--- src/hdl/lclg_pkg.sv ---
// Shared types, constants and codes for the LED current limit governor.
package lclg_pkg;

  // Level step per tick, recovery wait, and stuck-at-zero limit
  localparam int unsigned STEP_AUTO       = 2;
  localparam int unsigned RECOVERY_TICKS  = 20;
  localparam int unsigned ZERO_HOLD_LIMIT = 200;

  // Configuration port geometry
  localparam int unsigned CFG_INDEX_W = 3;
  localparam int unsigned CFG_DATA_W  = 16;

  // Configuration register indexes
  typedef enum logic [CFG_INDEX_W-1:0] {
    CFG_CATASTROPHIC = 3'd0,
    CFG_LOW          = 3'd1,
    CFG_HIGH         = 3'd2,
    CFG_CEILING      = 3'd3,
    CFG_DESIRED      = 3'd4,
    CFG_AUTO_ENABLE  = 3'd5
  } cfg_reg_e;

  // Driver command codes
  typedef enum logic [1:0] {
    DRV_NONE    = 2'd0,
    DRV_DISABLE = 2'd1,
    DRV_ENABLE  = 2'd2
  } drv_cmd_e;

  // Level move chosen for one tick
  typedef enum logic [1:0] {
    ACT_NONE,
    ACT_RISE,
    ACT_LOWER
  } action_e;

  typedef struct packed {
    logic [15:0] catastrophic_threshold;
    logic [15:0] low_threshold;
    logic [15:0] high_threshold;
    logic [7:0]  level_ceiling;
    logic [7:0]  desired_level;
    logic        auto_enable;
  } lclg_cfg_t;

  typedef struct packed {
    logic [15:0] supply_now;
    logic [15:0] supply_average;
    logic        breathing;
    logic [7:0]  breathe_level_in;
    logic        extra_port_on;
  } lclg_item_t;

  typedef struct packed {
    logic [7:0] level;
    logic [4:0] recovery_count;
    logic [7:0] zero_hold_count;
    logic       forced_auto;
  } lclg_state_t;

  typedef struct packed {
    logic [7:0] current_level;
    drv_cmd_e   driver_command;
    logic       extra_port_cut;
    logic [7:0] breathe_level_out;
    logic       auto_active;
  } lclg_res_t;

endpackage

--- src/hdl/lclg_in_if.sv ---
// Input channel: one supply tick per beat.
interface lclg_in_if;
  logic        valid;
  logic        ready;
  logic [15:0] supply_now;
  logic [15:0] supply_average;
  logic        breathing;
  logic [7:0]  breathe_level_in;
  logic        extra_port_on;

  modport source (
    output valid, supply_now, supply_average, breathing, breathe_level_in, extra_port_on,
    input  ready
  );
  modport sink (
    input  valid, supply_now, supply_average, breathing, breathe_level_in, extra_port_on,
    output ready
  );
endinterface

--- src/hdl/lclg_out_if.sv ---
// Output channel: one governor result per beat.
interface lclg_out_if;
  logic       valid;
  logic       ready;
  logic [7:0] current_level;
  logic [1:0] driver_command;
  logic       extra_port_cut;
  logic [7:0] breathe_level_out;
  logic       auto_active;

  modport source (
    output valid, current_level, driver_command, extra_port_cut, breathe_level_out,
           auto_active,
    input  ready
  );
  modport sink (
    input  valid, current_level, driver_command, extra_port_cut, breathe_level_out,
           auto_active,
    output ready
  );
endinterface

--- src/hdl/lclg_step.sv ---
// Combinational tick update: next governor state and the result for one beat.
module lclg_step import lclg_pkg::*; (
  input  lclg_item_t  item,
  input  lclg_cfg_t   cfg,
  input  lclg_state_t state,
  output lclg_state_t state_next,
  output lclg_res_t   res
);

  logic [7:0] target;
  logic       auto_on;
  action_e    action;
  logic [8:0] rise_sum;
  logic [7:0] hold_inc;
  drv_cmd_e   cmd;
  logic       cut;
  logic [7:0] breathe_out;

  assign target   = item.breathing ? item.breathe_level_in : cfg.desired_level;
  assign auto_on  = cfg.auto_enable | state.forced_auto;
  assign rise_sum = {1'b0, state.level} + 9'(STEP_AUTO);
  assign hold_inc = (state.zero_hold_count != '1) ? state.zero_hold_count + 8'd1
                                                  : state.zero_hold_count;

  // Pick the level move from the target and, in auto mode, the supply average
  always_comb begin
    action = ACT_NONE;
    if (auto_on) begin
      if (item.supply_average < cfg.low_threshold) begin
        action = ACT_LOWER;
      end else if (item.supply_average > cfg.high_threshold && state.level < target) begin
        action = ACT_RISE;
      end else if (state.level > target) begin
        action = ACT_LOWER;
      end
    end else begin
      if (state.level < target) begin
        action = ACT_RISE;
      end else if (state.level > target) begin
        action = ACT_LOWER;
      end
    end
  end

  // Apply catastrophe, recovery wait, or the chosen move
  always_comb begin
    state_next  = state;
    cmd         = DRV_NONE;
    cut         = 1'b0;
    breathe_out = item.breathe_level_in;
    if (item.supply_now < cfg.catastrophic_threshold) begin
      cmd                        = DRV_DISABLE;
      state_next.recovery_count  = 5'(RECOVERY_TICKS);
      state_next.level           = '0;
      state_next.forced_auto     = 1'b1;
    end else if (state.recovery_count > 5'd1) begin
      state_next.recovery_count = state.recovery_count - 5'd1;
    end else if (state.recovery_count == 5'd1) begin
      cmd                       = DRV_ENABLE;
      state_next.recovery_count = '0;
    end else begin
      case (action)
        ACT_NONE: begin
          state_next.zero_hold_count = '0;
        end
        ACT_RISE: begin
          if (rise_sum > {1'b0, cfg.level_ceiling}) begin
            state_next.level = cfg.level_ceiling;
          end else begin
            state_next.level = rise_sum[7:0];
          end
          state_next.zero_hold_count = '0;
        end
        ACT_LOWER: begin
          if (state.level < 8'(STEP_AUTO)) begin
            // stuck at zero: count ticks while the extra port is on
            state_next.level = '0;
            if (item.extra_port_on) begin
              state_next.zero_hold_count = hold_inc;
              cut = (hold_inc > 8'(ZERO_HOLD_LIMIT));
            end
          end else begin
            state_next.level           = state.level - 8'(STEP_AUTO);
            state_next.zero_hold_count = '0;
            if (item.breathing) begin
              breathe_out = state.level - 8'(STEP_AUTO);
            end
          end
        end
        default: begin
          state_next.zero_hold_count = '0;
        end
      endcase
    end
  end

  // Assemble the result beat
  always_comb begin
    res.current_level     = state_next.level;
    res.driver_command    = cmd;
    res.extra_port_cut    = cut;
    res.breathe_level_out = breathe_out;
    res.auto_active       = cfg.auto_enable | state_next.forced_auto;
  end

endmodule

--- src/hdl/led_current_limit_governor.sv ---
// Top level of the LED current limit governor: config registers, pipeline and state.
//
//   channel  direction  handshake      payload
//   item     sink       valid/ready    supply_now, supply_average, breathing,
//                                      breathe_level_in, extra_port_on
//   result   source     valid/ready    current_level, driver_command, extra_port_cut,
//                                      breathe_level_out, auto_active
//   cfg      write      cfg_write      cfg_index, cfg_data (no read-back)
//
// Each beat passes through the input register and then the result register, one beat
// per cycle sustained while the result side is ready. The tick update sits between the two.
// Reset (rst, synchronous) clears the state, empties both stages and loads the
// register defaults. A stalled result holds the result register; the input register
// still takes a beat while the result register is full and the input stage is empty.
module led_current_limit_governor import lclg_pkg::*; (
  input  logic                   clk,
  input  logic                   rst,
  lclg_in_if.sink                item,
  lclg_out_if.source             result,
  input  logic                   cfg_write,
  input  logic [CFG_INDEX_W-1:0] cfg_index,
  input  logic [CFG_DATA_W-1:0]  cfg_data
);

  lclg_cfg_t   cfg;
  lclg_state_t state;
  lclg_state_t state_next;
  lclg_item_t  hold;
  logic        hold_valid;
  lclg_item_t  item_beat;
  lclg_res_t   res_next;
  lclg_res_t   res;
  logic        res_valid;
  logic        advance;

  assign advance    = hold_valid && (!res_valid || result.ready);
  assign item.ready = !hold_valid || advance;

  assign item_beat.supply_now       = item.supply_now;
  assign item_beat.supply_average   = item.supply_average;
  assign item_beat.breathing        = item.breathing;
  assign item_beat.breathe_level_in = item.breathe_level_in;
  assign item_beat.extra_port_on    = item.extra_port_on;

  // Write configuration registers
  always_ff @(posedge clk) begin
    if (rst) begin
      cfg.catastrophic_threshold <= '0;
      cfg.low_threshold          <= '0;
      cfg.high_threshold         <= '0;
      cfg.level_ceiling          <= 8'hFF;
      cfg.desired_level          <= '0;
      cfg.auto_enable            <= 1'b1;
    end else if (cfg_write) begin
      case (cfg_index)
        CFG_CATASTROPHIC: cfg.catastrophic_threshold <= cfg_data;
        CFG_LOW:          cfg.low_threshold          <= cfg_data;
        CFG_HIGH:         cfg.high_threshold         <= cfg_data;
        CFG_CEILING:      cfg.level_ceiling          <= cfg_data[7:0];
        CFG_DESIRED:      cfg.desired_level          <= cfg_data[7:0];
        CFG_AUTO_ENABLE:  cfg.auto_enable            <= cfg_data[0];
        default: ;
      endcase
    end
  end

  // Capture the input beat
  always_ff @(posedge clk) begin
    if (rst) begin
      hold_valid <= 1'b0;
    end else if (item.ready) begin
      hold_valid <= item.valid;
    end
  end

  always_ff @(posedge clk) begin
    if (item.ready && item.valid) begin
      hold <= item_beat;
    end
  end

  lclg_step u_step (
    .item       (hold),
    .cfg        (cfg),
    .state      (state),
    .state_next (state_next),
    .res        (res_next)
  );

  // Advance governor state; an auto_enable write drops forced auto
  always_ff @(posedge clk) begin
    if (rst) begin
      state <= '0;
    end else if (cfg_write && cfg_index == CFG_AUTO_ENABLE) begin
      state.forced_auto <= 1'b0;
    end else if (advance) begin
      state <= state_next;
    end
  end

  // Hold the result until taken
  always_ff @(posedge clk) begin
    if (rst) begin
      res_valid <= 1'b0;
    end else if (!res_valid || result.ready) begin
      res_valid <= hold_valid;
    end
  end

  always_ff @(posedge clk) begin
    if (advance) begin
      res <= res_next;
    end
  end

  assign result.valid             = res_valid;
  assign result.current_level     = res.current_level;
  assign result.driver_command    = res.driver_command;
  assign result.extra_port_cut    = res.extra_port_cut;
  assign result.breathe_level_out = res.breathe_level_out;
  assign result.auto_active       = res.auto_active;

  // A driver cut always comes with the level at zero
  assert property (@(posedge clk) disable iff (rst)
    res_valid && res.driver_command == DRV_DISABLE |-> res.current_level == 8'd0)
    else $error("driver disable with nonzero level");

  // An extra port cut is only requested while the level sits at zero
  assert property (@(posedge clk) disable iff (rst)
    res_valid && res.extra_port_cut |-> res.current_level == 8'd0 &&
      res.driver_command == DRV_NONE)
    else $error("extra port cut with level above zero");

  // The recovery wait never exceeds its start value
  assert property (@(posedge clk) disable iff (rst)
    state.recovery_count <= 5'(RECOVERY_TICKS))
    else $error("recovery count out of range");

  // A disable command leaves forced auto mode set
  assert property (@(posedge clk) disable iff (rst)
    advance && res_next.driver_command == DRV_DISABLE && !cfg_write |=> state.forced_auto)
    else $error("forced auto not set after catastrophe");

endmodule

--- src/flat_wrapper.sv ---
// flat-port wrapper written by rule: the top's interface ports become plain ports
module led_current_limit_governor_flat import lclg_pkg::*;
  (clk, rst, cfg_write, cfg_index, cfg_data, item_valid, item_supply_now, item_supply_average, item_breathing, item_breathe_level_in, item_extra_port_on, item_ready, result_valid, result_current_level, result_driver_command, result_extra_port_cut, result_breathe_level_out, result_auto_active, result_ready);
  lclg_in_if item_i ();
  lclg_out_if result_i ();
  input  logic clk;
  input  logic rst;
  input  logic cfg_write;
  input  logic [CFG_INDEX_W-1:0] cfg_index;
  input  logic [CFG_DATA_W-1:0] cfg_data;
  input wire logic [$bits(item_i.valid)-1:0] item_valid;
  input wire logic [$bits(item_i.supply_now)-1:0] item_supply_now;
  input wire logic [$bits(item_i.supply_average)-1:0] item_supply_average;
  input wire logic [$bits(item_i.breathing)-1:0] item_breathing;
  input wire logic [$bits(item_i.breathe_level_in)-1:0] item_breathe_level_in;
  input wire logic [$bits(item_i.extra_port_on)-1:0] item_extra_port_on;
  output wire logic [$bits(item_i.ready)-1:0] item_ready;
  output wire logic [$bits(result_i.valid)-1:0] result_valid;
  output wire logic [$bits(result_i.current_level)-1:0] result_current_level;
  output wire logic [$bits(result_i.driver_command)-1:0] result_driver_command;
  output wire logic [$bits(result_i.extra_port_cut)-1:0] result_extra_port_cut;
  output wire logic [$bits(result_i.breathe_level_out)-1:0] result_breathe_level_out;
  output wire logic [$bits(result_i.auto_active)-1:0] result_auto_active;
  input wire logic [$bits(result_i.ready)-1:0] result_ready;
  assign item_i.valid = item_valid;
  assign item_i.supply_now = item_supply_now;
  assign item_i.supply_average = item_supply_average;
  assign item_i.breathing = item_breathing;
  assign item_i.breathe_level_in = item_breathe_level_in;
  assign item_i.extra_port_on = item_extra_port_on;
  assign item_ready = item_i.ready;
  assign result_valid = result_i.valid;
  assign result_current_level = result_i.current_level;
  assign result_driver_command = result_i.driver_command;
  assign result_extra_port_cut = result_i.extra_port_cut;
  assign result_breathe_level_out = result_i.breathe_level_out;
  assign result_auto_active = result_i.auto_active;
  assign result_i.ready = result_ready;
  led_current_limit_governor u_core (.clk(clk), .rst(rst), .item(item_i), .result(result_i), .cfg_write(cfg_write), .cfg_index(cfg_index), .cfg_data(cfg_data));
endmodule
--- config.mk ---
export PLATFORM = sky130hd
export DESIGN_NAME = led_current_limit_governor_flat
export DESIGN_NICKNAME = d
export VERILOG_FILES = /design/src/hdl/lclg_pkg.sv /design/src/hdl/lclg_in_if.sv /design/src/hdl/lclg_out_if.sv /design/src/hdl/lclg_step.sv /design/src/hdl/led_current_limit_governor.sv /design/src/flat_wrapper.sv
export SDC_FILE = /design/constraint.sdc
export NUM_CORES = 1
export LEC_CHECK = 0
export BUFFER_PORTS_ARGS = -buffer_cell sky130_fd_sc_hd__buf_2
export CAP_MARGIN = 10
export CORE_MARGIN = 4
export CORE_UTILIZATION = 55
export CTS_CLUSTER_DIAMETER = 50
export CTS_CLUSTER_SIZE = 8
export DETAILED_ROUTE_END_ITERATION = 12
export HOLD_SLACK_MARGIN = 0.02
export PLACE_DENSITY = 0.76
export SKIP_LAST_GASP = 1
export SLEW_MARGIN = 15
export SYNTH_ARGS = -nofsm -noshare
export SYNTH_HDL_FRONTEND = slang
export SYNTH_SLANG_ARGS = --single-unit
--- constraint.sdc ---
create_clock -name clk -period 4.2 [get_ports clk]
set_input_delay 0.63 -clock clk [delete_from_list [all_inputs] [get_ports clk]]
set_output_delay 0.63 -clock clk [all_outputs]
set_load 0.01 [all_outputs]
* Word-level counts from Yosys, hierarchy flattened
Cells that the tools add are included.
Storage, ports and cells: register bits after elaboration 151, output and inout bits 22, word-level logic and storage cells 104
Operators by class: add/subtract/negate cells 4, multiplexer cells 27, $lt $le $gt $ge 9, bitwise operators 9, eq/ne operators 10, reduce and logical (&&, ||, !) cells 22
Operators with widths (number):
- two-way mux 8 bit | 15
- less-than comparator 16 bit | 2
- greater-than comparator 16 bit | 1
- one-hot mux 8 bit (2 select lines) | 1
- AND reduction 2 bit | 7
- two-way mux 13 bit | 1
- two-way mux 2 bit | 6
- two-way mux 5 bit | 2
- adder 8 x 2 -> 9 bit (second input constant) | 1
- greater-than comparator 9 x 8 -> 1 bit | 1
- adder 8 x 1 -> 8 bit (second input constant) | 1
- greater-than comparator 8 bit | 1
- greater-than comparator 8 bit (second input constant) | 1
- less-than comparator 8 x 2 -> 1 bit (second input constant) | 1
- less-than comparator 8 bit | 1
- != test 8 bit (second input constant) | 1
- subtractor 8 x 2 -> 8 bit (second input constant) | 1
- NOT 1 bit | 7
- == test 3 x 2 -> 1 bit (second input constant) | 2
- == test 3 bit (second input constant) | 2
- AND reduction 6 bit | 1
- OR reduction 6 bit | 1
- == test 5 x 1 -> 1 bit (second input constant) | 1
- greater-than comparator 5 x 1 -> 1 bit (second input constant) | 1
- other kinds (14) | 22

* Depth between registers and ports, before layout
Gate-level depths: netlist (run 1).
word-level depth 11, mapped depth 17, depth with buffers taken out 15

* Cells and area by module
A second synthesis (run 1) with hierarchy kept.
Second synthesis, totals: cell total of the unflattened synthesis 888, area, all modules 8376.8 sq um
Modules (own cells, without submodules):
- led_current_limit_governor | cells an instance 455, instances 1, area an instance 5311.3 sq um, sequential area each 3643.5 sq um
- lclg_step | cells an instance 433, instances 1, area an instance 3065.4 sq um, sequential area each 0.0 sq um

* Worst setup path before layout (run 1)
Ideal clock, no wire load.
path type reg-to-reg, start reg u_core.hold[9] (netlist name), end reg u_core.res, in the netlist u_core.result.breathe_level_out[0], data pin, setup time 0.260 ns, setup slack 0.767 ns, path buffers 1, cell stages (with the launch flop) 14, arrival 3.173 ns, cell sequence edfxtp_1 -> clkbuf_1 -> mux2i_1 -> ha_1 -> a21o_1 -> a21o_1 -> a21oi_1 -> o21ai_0 -> o21bai_1 -> or3_1 -> ha_1 -> o21a_1 -> nand4_1 -> mux2_2
RTL lines:
- start: declaration | line led_current_limit_governor.sv:28 | lclg_item_t hold;
- start signal: assignment | line led_current_limit_governor.sv:78 | hold <= item_beat;
- end signal: assignment | line led_current_limit_governor.sv:112 | res <= res_next;
- end: declaration | line led_current_limit_governor.sv:32 | lclg_res_t res;

* Final worst setup path (run 1)
start reg u_core.hold[9] (netlist name), end reg u_core.state[18] (netlist name)
On the way: cells in the longest elaborated chain, start to end 11, elaborated cells on any way between the ends 15
RTL lines:
- two-way mux 8 bit (*) | line lclg_step.sv:19 | assign target = item.breathing ? item.breathe_level_in : cfg.desired_level;
- greater-than comparator 8 bit or less-than comparator 8 bit (tied branches)
- two-way mux 2 bit or logical AND 1 bit (tied branches) | line lclg_step.sv:33, lclg_step.sv:39, lclg_step.sv:31
- two-way mux 2 bit | line lclg_step.sv:31 | end else if (item.supply_average > cfg.high_threshold && state.level < target) begin
- two-way mux 2 bit | line lclg_step.sv:29 | if (item.supply_average < cfg.low_threshold) begin
- two-way mux 2 bit (*) | line lclg_step.sv:28 | if (auto_on) begin
- == test 2 bit or == test 2 x 1 -> 1 bit (tied branches) | line lclg_step.sv:62 | case (action)
- one-hot mux 8 bit (2 select lines) (*) | line lclg_step.sv:62
- two-way mux 8 bit (*) | line lclg_step.sv:58 | end else if (state.recovery_count == 5'd1) begin
- two-way mux 8 bit (*) | line lclg_step.sv:56 | end else if (state.recovery_count > 5'd1) begin
- two-way mux 13 bit (*) | line lclg_step.sv:51 | if (item.supply_now < cfg.catastrophic_threshold) begin
Every way passes the cells marked *; elsewhere a longest branch is shown, timed or not. A chain may end at the register's enable or synchronous reset.

==> results of run 1 <==
routing by layer:
| layer | routed length [um] | track usage [%] | share of wire [%] | up-vias |
|---|---|---|---|---|
| met1 | 7630 | 29.0 | 43 | 2882 |
| li1 | - | - | - | 3121 |
| met2 | 8710 | 37.3 | 49 | 161 |
| met4 | 459 | 8.39 | 2.6 | 0 |
| met3 | 980 | 5.01 | 5.5 | 31 |
| met5 | 0 | 0 | 0 | - |
layout make-up:
type / instances / area, um2 / share of cell area, %
multi-input cells: 584 / 3690 / 41.5
flip-flops and latches: 151 / 3640 / 40.9
repair buffers: 96 / 503 / 5.65
clock buffers: 19 / 475 / 5.34
inverters: 69 / 259 / 2.91
well taps: 180 / 225 / 2.53
clock inverters: 13 / 104 / 1.17
diodes: 1 / 2.50 / 0.0281
worst max-delay path by stage:
stage	start	end	slack (ns)
final	u_core.hold[9]	u_core.state[18]	0.47
after global routing	u_core.hold[9]	u_core.state[17]	0.17
after CTS	u_core.hold[9]	u_core.result.breathe_level_out[6]	0.55
after detailed placement	u_core.hold[9]	u_core.state[19]	0.57
after global placement	u_core.hold[9]	u_core.state[19]	0.63
after floorplan	u_core.hold[9]	u_core.result.breathe_level_out[0]	0.77
worst register-to-register path: cells and delay by family, from the launching register on:
kind / cells / cell delay, ns
flip-flops: 1 / 0.61
adder cells (fa/ha/maj): 2 / 0.60
AO/OA/AOI/OAI: 5 / 0.72
multiplexers: 1 / 0.25
AND/OR/NAND/NOR: 7 / 1.45
metrics by stage:
step,hold WS [ns],cells
floorplan,0.434,838
global placement,0.442,1080
detailed placement,0.447,1080
CTS,0.368,1112
global route,0.367,1113
finish,0.383,1113
Yosys cell counts, drive strengths merged (13+ instances only):
cell type  number
edfxtp         62
o21ai          31
a211oi         13
inv            67
a21oi          83
nand4          14
a21o           14
dfxtp          89
nor2           35
mux2i          14
nand2         163
clkbuf         32
ha             69
nor3           15
power by group:
part           switching [W]  internal (W)
Combinational       0.000339      0.000223
Clock               0.000637      0.000842
Sequential         0.0000435       0.00160
Total                0.00102       0.00267
state kept, by name (all words and copies together), names as in the netlist, 2 cells and up:
signal	flops
u_core.state	22
u_core.result.current_level	8
u_core.result.breathe_level_out	8
u_core.cfg	65
u_core.hold	42
u_core.result.driver_command	2
cells by family (layout without fill, tap and decap cells):
family                   Yosys count  after routing  synth area share [%]
adder cells (fa/ha/maj)           69             69                  11.2
AO/OA/AOI/OAI                    188            188                  14.8
XOR/XNOR                           8              8                 0.907
other                              0              1                     0
multiplexers                      24             24                  3.27
flip-flops                       151            151                  47.2
buffers and inverters            103            197                  5.12
AND/OR/NAND/NOR                  295            295                  17.6
==> impl_metrics.toml, run 1 <==
[route]
post_drt_wl_per_cell_um = 16.0
drc = 0
routed_wl_um = 17800
ant_nets = 0
drt_iter0_markers = 423
routed-via-count = 6195
viasPerCell = 5.57
dr.pass1.iters = 7

[pwr]
power_density_mw_per_mm2 = 414
irDropWorstVdd_mv = 0.444
power_leakage_nw = 3.48
finalPower_w = 0.00369

[min_path]
min_to = "u_core.hold[18]"
min_from = "item_supply_average[8]"
min_path_cells = 1
hp-class = "input port to register"

[clock_tree]
postCtsResizedCells = 0
cts_setup_buffers = 0
cts_tree = "done"
cts.sinks = 151
cts.htree.levels = 4
cts_inserted_buffers = 17
cts-root-buf = "clkbuf_16"
cts_hold_buf = 0
ctsLongestPathBuffers = 2
insertion_delay_ns = 0.42
clkTransAtPathRegs_ns = 0.06

[die]
start_util_pct = 55.9
die_x_um = 127
die_area_mm2 = 0.0160
core_mm2 = 0.0138
io_pins = 88
rows = 43
dieHeight_um = 127

[critical_path]
regToRegStartpoint = "u_core.hold[9]"
worst_ep_required_time_ns = 4.48
rr_endpoint = "u_core.state[18]"
worstSetupStartpointType = "register"
crit_path_end_kind = "register"
critical_path_cell_count = 15
ff2ff_path_depth = 15
path_cells = "mux2i_1, ha_1, nor2b_1, o21ai_0, nand2b_1, a21oi_1, o21ai_0, o21bai_1, or3_1, ha_1, nand2b_1, nor2_1, nand2_1, a21oi_1, nor3_1"
slowest_delay_ns = 0.61
critPathKind = "register to register"
regToRegSetupSlack_ns = 0.47
cpMaxStageDelayCell = "edfxtp_1"
cp_num_buf_inv = 0
crit_family = "simple AND/OR/NAND/NOR gates"
path_max_fanout = 11
arrival_ns = 4.02

[yosys]
syn_area_mm2 = 0.00773
synth.avg_cell_area_um2 = 9.22
ys_types = 59
netlist_instances = 838
synth_area_leaders = "edfxtp_1, dfxtp_1, ha_1"
synth-seq-cells = 151
mappedNetlistNets = 973
synth_top_area_share_pct = 24.1
synth_edf_count = 62
synth_ff_type = "dfxtp_1"
yosys_warnings = 0
synthArstFlopShare_pct = 0
ys_seq_area_share_pct = 47.2
synth_top_area_cell = "edfxtp_1"

[placed_design]
placed_cell_area_mm2 = 0.00832
post-place-ws_ns = 0.573
gp_congestion = 0.941
port_buffers = 87
hpwlAfterDp_um = 12700

[sta]
tightest_slew_ns = 1.03
maxSlewViolCount = 0
setup_slack_ns = 0.468
min_period_ns = 3.73
finalSetupViolCount = 0
timing.fmax_mhz = 268
tns_ns = 0
rsz0062_at_grt = "false"
skew_ns = 0.00789
maxSlewHeadroom_pct = 31.3
period_share_pct = 88.8
hold_violations = 0

[cells_and_area]
fin_nets = 1054
fillers = 1171
layout-drive-gt1-share_pct = 16.6
mostFrequentLayoutCells = "nand2_1, dfxtp_1, buf_2"
layout_commonest_cell = "nand2_1"
fin_area_mm2 = 0.00891
area_delta_synth_final_pct = 15.3
final_util_pct = 64.4

[grt]
grt_max_degree = 72
grtUsageTotal_pct = 22.5
grt_pass1_vias = 5986
grt_pass1_wl_um = 29000
overflow = 0
antenna_found_initial = 1

[run]
drv_cap = 0

[run_status]
status = "finished clean"
(Power assumes the default switching activity.)
==> inputs of run 2 (changes only) <==
--- a/config.mk
+++ b/config.mk
@@ -7,7 +7,7 @@
 export LEC_CHECK = 0
 export BUFFER_PORTS_ARGS = -buffer_cell sky130_fd_sc_hd__buf_2
 export CAP_MARGIN = 10
-export CORE_MARGIN = 4
+export CORE_MARGIN = 1
 export CORE_UTILIZATION = 55
 export CTS_CLUSTER_DIAMETER = 50
 export CTS_CLUSTER_SIZE = 8
@@ -15,7 +15,7 @@
 export HOLD_SLACK_MARGIN = 0.02
 export PLACE_DENSITY = 0.76
 export SKIP_LAST_GASP = 1
-export SLEW_MARGIN = 15
+export SLEW_MARGIN = 20
 export SYNTH_ARGS = -nofsm -noshare
 export SYNTH_HDL_FRONTEND = slang
 export SYNTH_SLANG_ARGS = --single-unit
==> run 2 against run 1 <==
Non-clock buffer count is 1 lower; register-to-register slack improved by 0.04 ns; core utilization increased by 1.8 points; critical path type unchanged.
==> impl_metrics.toml, run 2 (same netlist as run 1, synthesis figures left out) <==
[critical_path]
critPathKind = "register to register"
cpMaxStageDelayCell = "edfxtp_1"
path_cells = "mux2i_1, ha_1, nor2b_1, o21ai_0, nand2b_1, a21oi_1, o21ai_0, o21bai_1, or3_1, ha_1, nand2b_1, nor2_1, nand2_1, a21oi_1, nor3_1"
worstSetupStartpointType = "register"
crit_start = "u_core.hold[9]"
regToRegStartpoint = "u_core.hold[9]"
path_max_fanout = 11
cp_num_buf_inv = 0
worst_ep_required_time_ns = 4.48
slowest_delay_ns = 0.62
crit_family = "simple AND/OR/NAND/NOR gates"
crit_path_end_kind = "register"
arrival_ns = 3.97

[sta]
maxSlewHeadroom_pct = 32.3
hold_violations = 0
timing.fmax_mhz = 271
period_share_pct = 87.9
tightest_slew_ns = 1.02
maxSlewViolCount = 0
min_period_ns = 3.69
rsz0062_at_grt = "false"
skew_ns = 0.00940
whs_ns = 0.378
finalSetupViolCount = 0
tns_ns = 0

[clock_tree]
cts_hold_buf = 0
ctsLongestPathBuffers = 2
cts_inserted_buffers = 17
postCtsResizedCells = 0
clkTransAtPathRegs_ns = 0.06
cts_tree = "done"
cts.sinks = 151
cts-root-buf = "clkbuf_16"
cts.htree.levels = 4
cts_setup_buffers = 0
insertion_delay_ns = 0.42

[grt]
grt_pass1_vias = 6043
overflow = 0
antenna_found_initial = 1
grt_pass1_wl_um = 28500
grt_max_degree = 72
grtUsageTotal_pct = 25.4

[route]
met3RoutedLength_um = 859
highest_layer = "met4"
routed-wl-met2_um = 8600
dr.pass1.iters = 5
drt_iter0_markers = 406
ant_nets = 0
routed_wl_um = 17500
drc = 0
post_drt_wl_per_cell_um = 15.8
routed-via-count = 6211
viasPerCell = 5.61
wl_met1_um = 7750

[die]
rows = 42
dieHeight_um = 121
die_area_mm2 = 0.0145
die_x_um = 121
io_pins = 88
start_util_pct = 57.4
core_mm2 = 0.0135

[placed_design]
gp_congestion = 0.922
hpwlAfterDp_um = 12400
port_buffers = 87

[cells_and_area]
area_delta_synth_final_pct = 15.3
layout_commonest_cell = "nand2_1"
regMostFlops = "u_core.cfg"
layout-drive-gt1-share_pct = 16.1
mostFrequentLayoutCells = "nand2_1, dfxtp_1, buf_2"
reg_top3 = "u_core.cfg (65), u_core.hold (42), u_core.state (22)"
largest_reg_flops = 65
fin_nets = 1053

[run]
drv_cap = 0

[min_path]
hp-class = "input port to register"
min_from = "item_supply_average[3]"

[pwr]
power_density_mw_per_mm2 = 417
irDropWorstVdd_mv = 0.377
power_leakage_nw = 3.48

[run_status]
status = "finished clean"
==> run 2: changes by cell type in the layout (fill, tap and decap cells not counted), moves of 2 or more <==
cell / delta
clkbuf_1: +4
inv_8: -2
clkinv_4: -2
inv_4: -3
inv_6: -3
clkbuf_8: +3
==> run 2: final cells by class <==
| type | count | area, um2 |
|---|---|---|
| Fill cell | 1138 | 4550 |
| Multi-Input combinational cell | 584 | 3690 |
| Sequential cell | 151 | 3640 |
| Clock buffer | 26 | 532 |
| Timing Repair Buffer | 95 | 495 |
| Inverter | 69 | 259 |
| Tap cell | 176 | 220 |
| Clock inverter | 6 | 61.3 |
| Antenna cell | 1 | 2.50 |
==> run 2: worst paths after layout <==
check | end | slack [ns] | depth (start not counted)
setup / recovery | u_core.state[18] | 0.51 | 15
hold / removal | u_core.hold[13] | 0.38 | 1
hold reg to reg | u_core.cfg[64] | 0.45 | 2
setup reg to reg | u_core.state[18] | 0.51 | 15
==> run 2: through the flow <==
step           setup slack [ns]  instance area [um2]  power (W)  util [%]  instances
3_5_place_dp              0.565                 8310    0.00222      61.8       1075
5_1_grt                   0.209                 8900    0.00386      66.2       1107
2_1_floorplan             0.767                 7730    0.00205         -        838
6_report                  0.507                 8910    0.00371      66.2       1108
4_1_cts                   0.522                 8900    0.00372      66.2       1107
3_3_place_gp              0.619                 8310    0.00221      61.8       1075
==> run 2: report_power, final <==
group | total, W | internal [W] | switching, W
sequential | 0.00165 | 0.00160 | 0.0000482
combinational | 0.000555 | 0.000221 | 0.000334
clock | 0.00150 | 0.000933 | 0.000571
==> run 2: routing by layer <==
layer	track usage [%]	up-vias
met5	0	-
met4	7.87	0
met3	6.46	28
met2	44.0	168
met1	31.0	2910
li1	-	3105
==> run 2: worst register-to-register path, stage by stage, from the launching register on <==
cell and delay (ns):
edfxtp_1 0.62, mux2i_1 0.25, ha_1 0.27, nor2b_1 0.13
o21ai_0 0.14, nand2b_1 0.07, a21oi_1 0.13, o21ai_0 0.09
o21bai_1 0.17, or3_1 0.33, ha_1 0.32, nand2b_1 0.21
nor2_1 0.51, nand2_1 0.12, a21oi_1 0.13, nor3_1 0.06
==> inputs of run 3 (changes only) <==
--- a/config.mk
+++ b/config.mk
@@ -9,6 +9,7 @@
 export CAP_MARGIN = 10
 export CORE_MARGIN = 1
 export CORE_UTILIZATION = 55
+export CTS_BUF_LIST = sky130_fd_sc_hd__clkbuf_16
 export CTS_CLUSTER_DIAMETER = 50
 export CTS_CLUSTER_SIZE = 8
 export DETAILED_ROUTE_END_ITERATION = 12
==> run 3 against run 2 <==
Largest cell class unchanged; worst hold slack better by 0.00057 ns; non-clock buffer count is the same; maximum frequency rose by 0.11%; power shrank 1.7%; routed wire length fell by 0.22%.
==> impl_metrics.toml, run 3 (same netlist as run 1, synthesis figures left out) <==
[sta]
maxSlewViolCount = 0
maxSlewHeadroom_pct = 31.5
finalSetupViolCount = 0
min_period_ns = 3.69
tns_ns = 0
rsz0062_at_grt = "false"
period_share_pct = 87.8
timing.fmax_mhz = 271
tightest_slew_ns = 1.03
hold_violations = 0
skew_ns = 0.00866

[grt]
grt_pass1_wl_um = 28500
grt_pass1_vias = 6043
antenna_found_initial = 1
grtUsageTotal_pct = 25.4
overflow = 0
grt_max_degree = 72

[route]
routed-wl-met2_um = 8550
routed_wl_um = 17500
met3RoutedLength_um = 940
ant_nets = 0
drc = 0
dr.pass1.iters = 5
routed-via-count = 6238
post_drt_wl_per_cell_um = 15.8
viasPerCell = 5.64
wl_met1_um = 7690
highest_layer = "met4"
drt_iter0_markers = 408

[die]
die_x_um = 121
io_pins = 88
core_mm2 = 0.0135
dieHeight_um = 121
rows = 42
start_util_pct = 57.4
die_area_mm2 = 0.0145

[cells_and_area]
fillers = 1149
mostFrequentLayoutCells = "nand2_1, dfxtp_1, buf_2"
area_delta_synth_final_pct = 14.9
fin_nets = 1053
largest_reg_flops = 65
layout_commonest_cell = "nand2_1"
layout-drive-gt1-share_pct = 16.1
reg_top3 = "u_core.cfg (65), u_core.hold (42), u_core.state (22)"
regMostFlops = "u_core.cfg"
n_antenna_cell = 0
instances_no_fill = 1107

[run]
drv_cap = 0

[clock_tree]
insertion_delay_ns = 0.42
cts.sinks = 151
cts_tree = "done"
cts_setup_buffers = 0
cts.htree.levels = 4
postCtsResizedCells = 0
ctsLongestPathBuffers = 2
cts_inserted_buffers = 17
cts_hold_buf = 0
cts-root-buf = "clkbuf_16"
clkTransAtPathRegs_ns = 0.06

[critical_path]
critPathKind = "register to register"
cp_num_buf_inv = 0
path_cells = "mux2i_1, ha_1, nor2b_1, o21ai_0, nand2b_1, a21oi_1, o21ai_0, o21bai_1, or3_1, ha_1, nand2b_1, nor2_1, nand2_1, a21oi_1, nor3_1"
worst_ep_required_time_ns = 4.48
crit_family = "simple AND/OR/NAND/NOR gates"
slowest_delay_ns = 0.62
path_max_fanout = 11
cpMaxStageDelayCell = "edfxtp_1"
crit_path_end_kind = "register"
arrival_ns = 3.97
worstSetupStartpointType = "register"

[pwr]
irDropWorstVdd_mv = 0.337
pwr-share-seq_pct = 45.3
power_leakage_nw = 3.48
power_density_mw_per_mm2 = 411
p_comb_share_pct = 15.2
p_clk_share_pct = 39.5
switching_share_pct = 26.1
p_sw_w = 0.000954
internal_power_w = 0.00269

[run_status]
status = "finished clean"

[min_path]
hp-class = "input port to register"

[placed_design]
hpwlAfterDp_um = 12400
port_buffers = 87
gp_congestion = 0.922
placed_cells = 1075
==> run 3: stage by stage <==
step / instance area [um2] / setup slack, ns / total power (W) / util, % / hold slack [ns]
5_1_grt: 8870 / 0.211 / 0.00379 / 66.0 / 0.364
2_1_floorplan: 7730 / 0.767 / 0.00205 / - / 0.434
4_1_cts: 8870 / 0.527 / 0.00366 / 66.0 / 0.371
3_3_place_gp: 8310 / 0.619 / 0.00221 / 61.8 / 0.442
3_5_place_dp: 8310 / 0.565 / 0.00222 / 61.8 / 0.447
6_report: 8870 / 0.511 / 0.00365 / 66.0 / 0.379
==> run 3: layout make-up <==
cell class	count	area, um2	area share [%]
timing repair buffer	95	495	5.58
multi-input combinational	584	3690	41.6
clock inverter	13	87.6	0.987
tap	176	220	2.48
inverter	69	259	2.92
clock buffer	19	475	5.36
sequential	151	3640	41.1
==> run 3: routing by layer <==
layer  track usage (%)  up-vias
met5                 0        -
met1              30.9     2942
met2              43.9      159
met3              6.42       31
met4              7.79        0
li1                  -     3106
==> run 3: worst paths after layout <==
path                           start                to  slack (ns)  cells past startpoint
setup / recovery      u_core.hold[9]  u_core.state[18]        0.51                     15
hold reg to reg       u_core.cfg[56]    u_core.cfg[56]        0.45                      2
hold / removal    item_supply_now[7]   u_core.hold[33]        0.38                      1
setup reg to reg      u_core.hold[9]  u_core.state[18]        0.51                     15
==> run 3: power by group through the flow <==
stage | Clock [W] | Combinational (W) | Sequential [W]
floorplan | 0 | 0.000381 | 0.00167
global placement | 0 | 0.000533 | 0.00168
finish | 0.00144 | 0.000555 | 0.00165
global route | 0.00151 | 0.000618 | 0.00166
CTS | 0.00146 | 0.000550 | 0.00165
detailed placement | 0 | 0.000542 | 0.00168
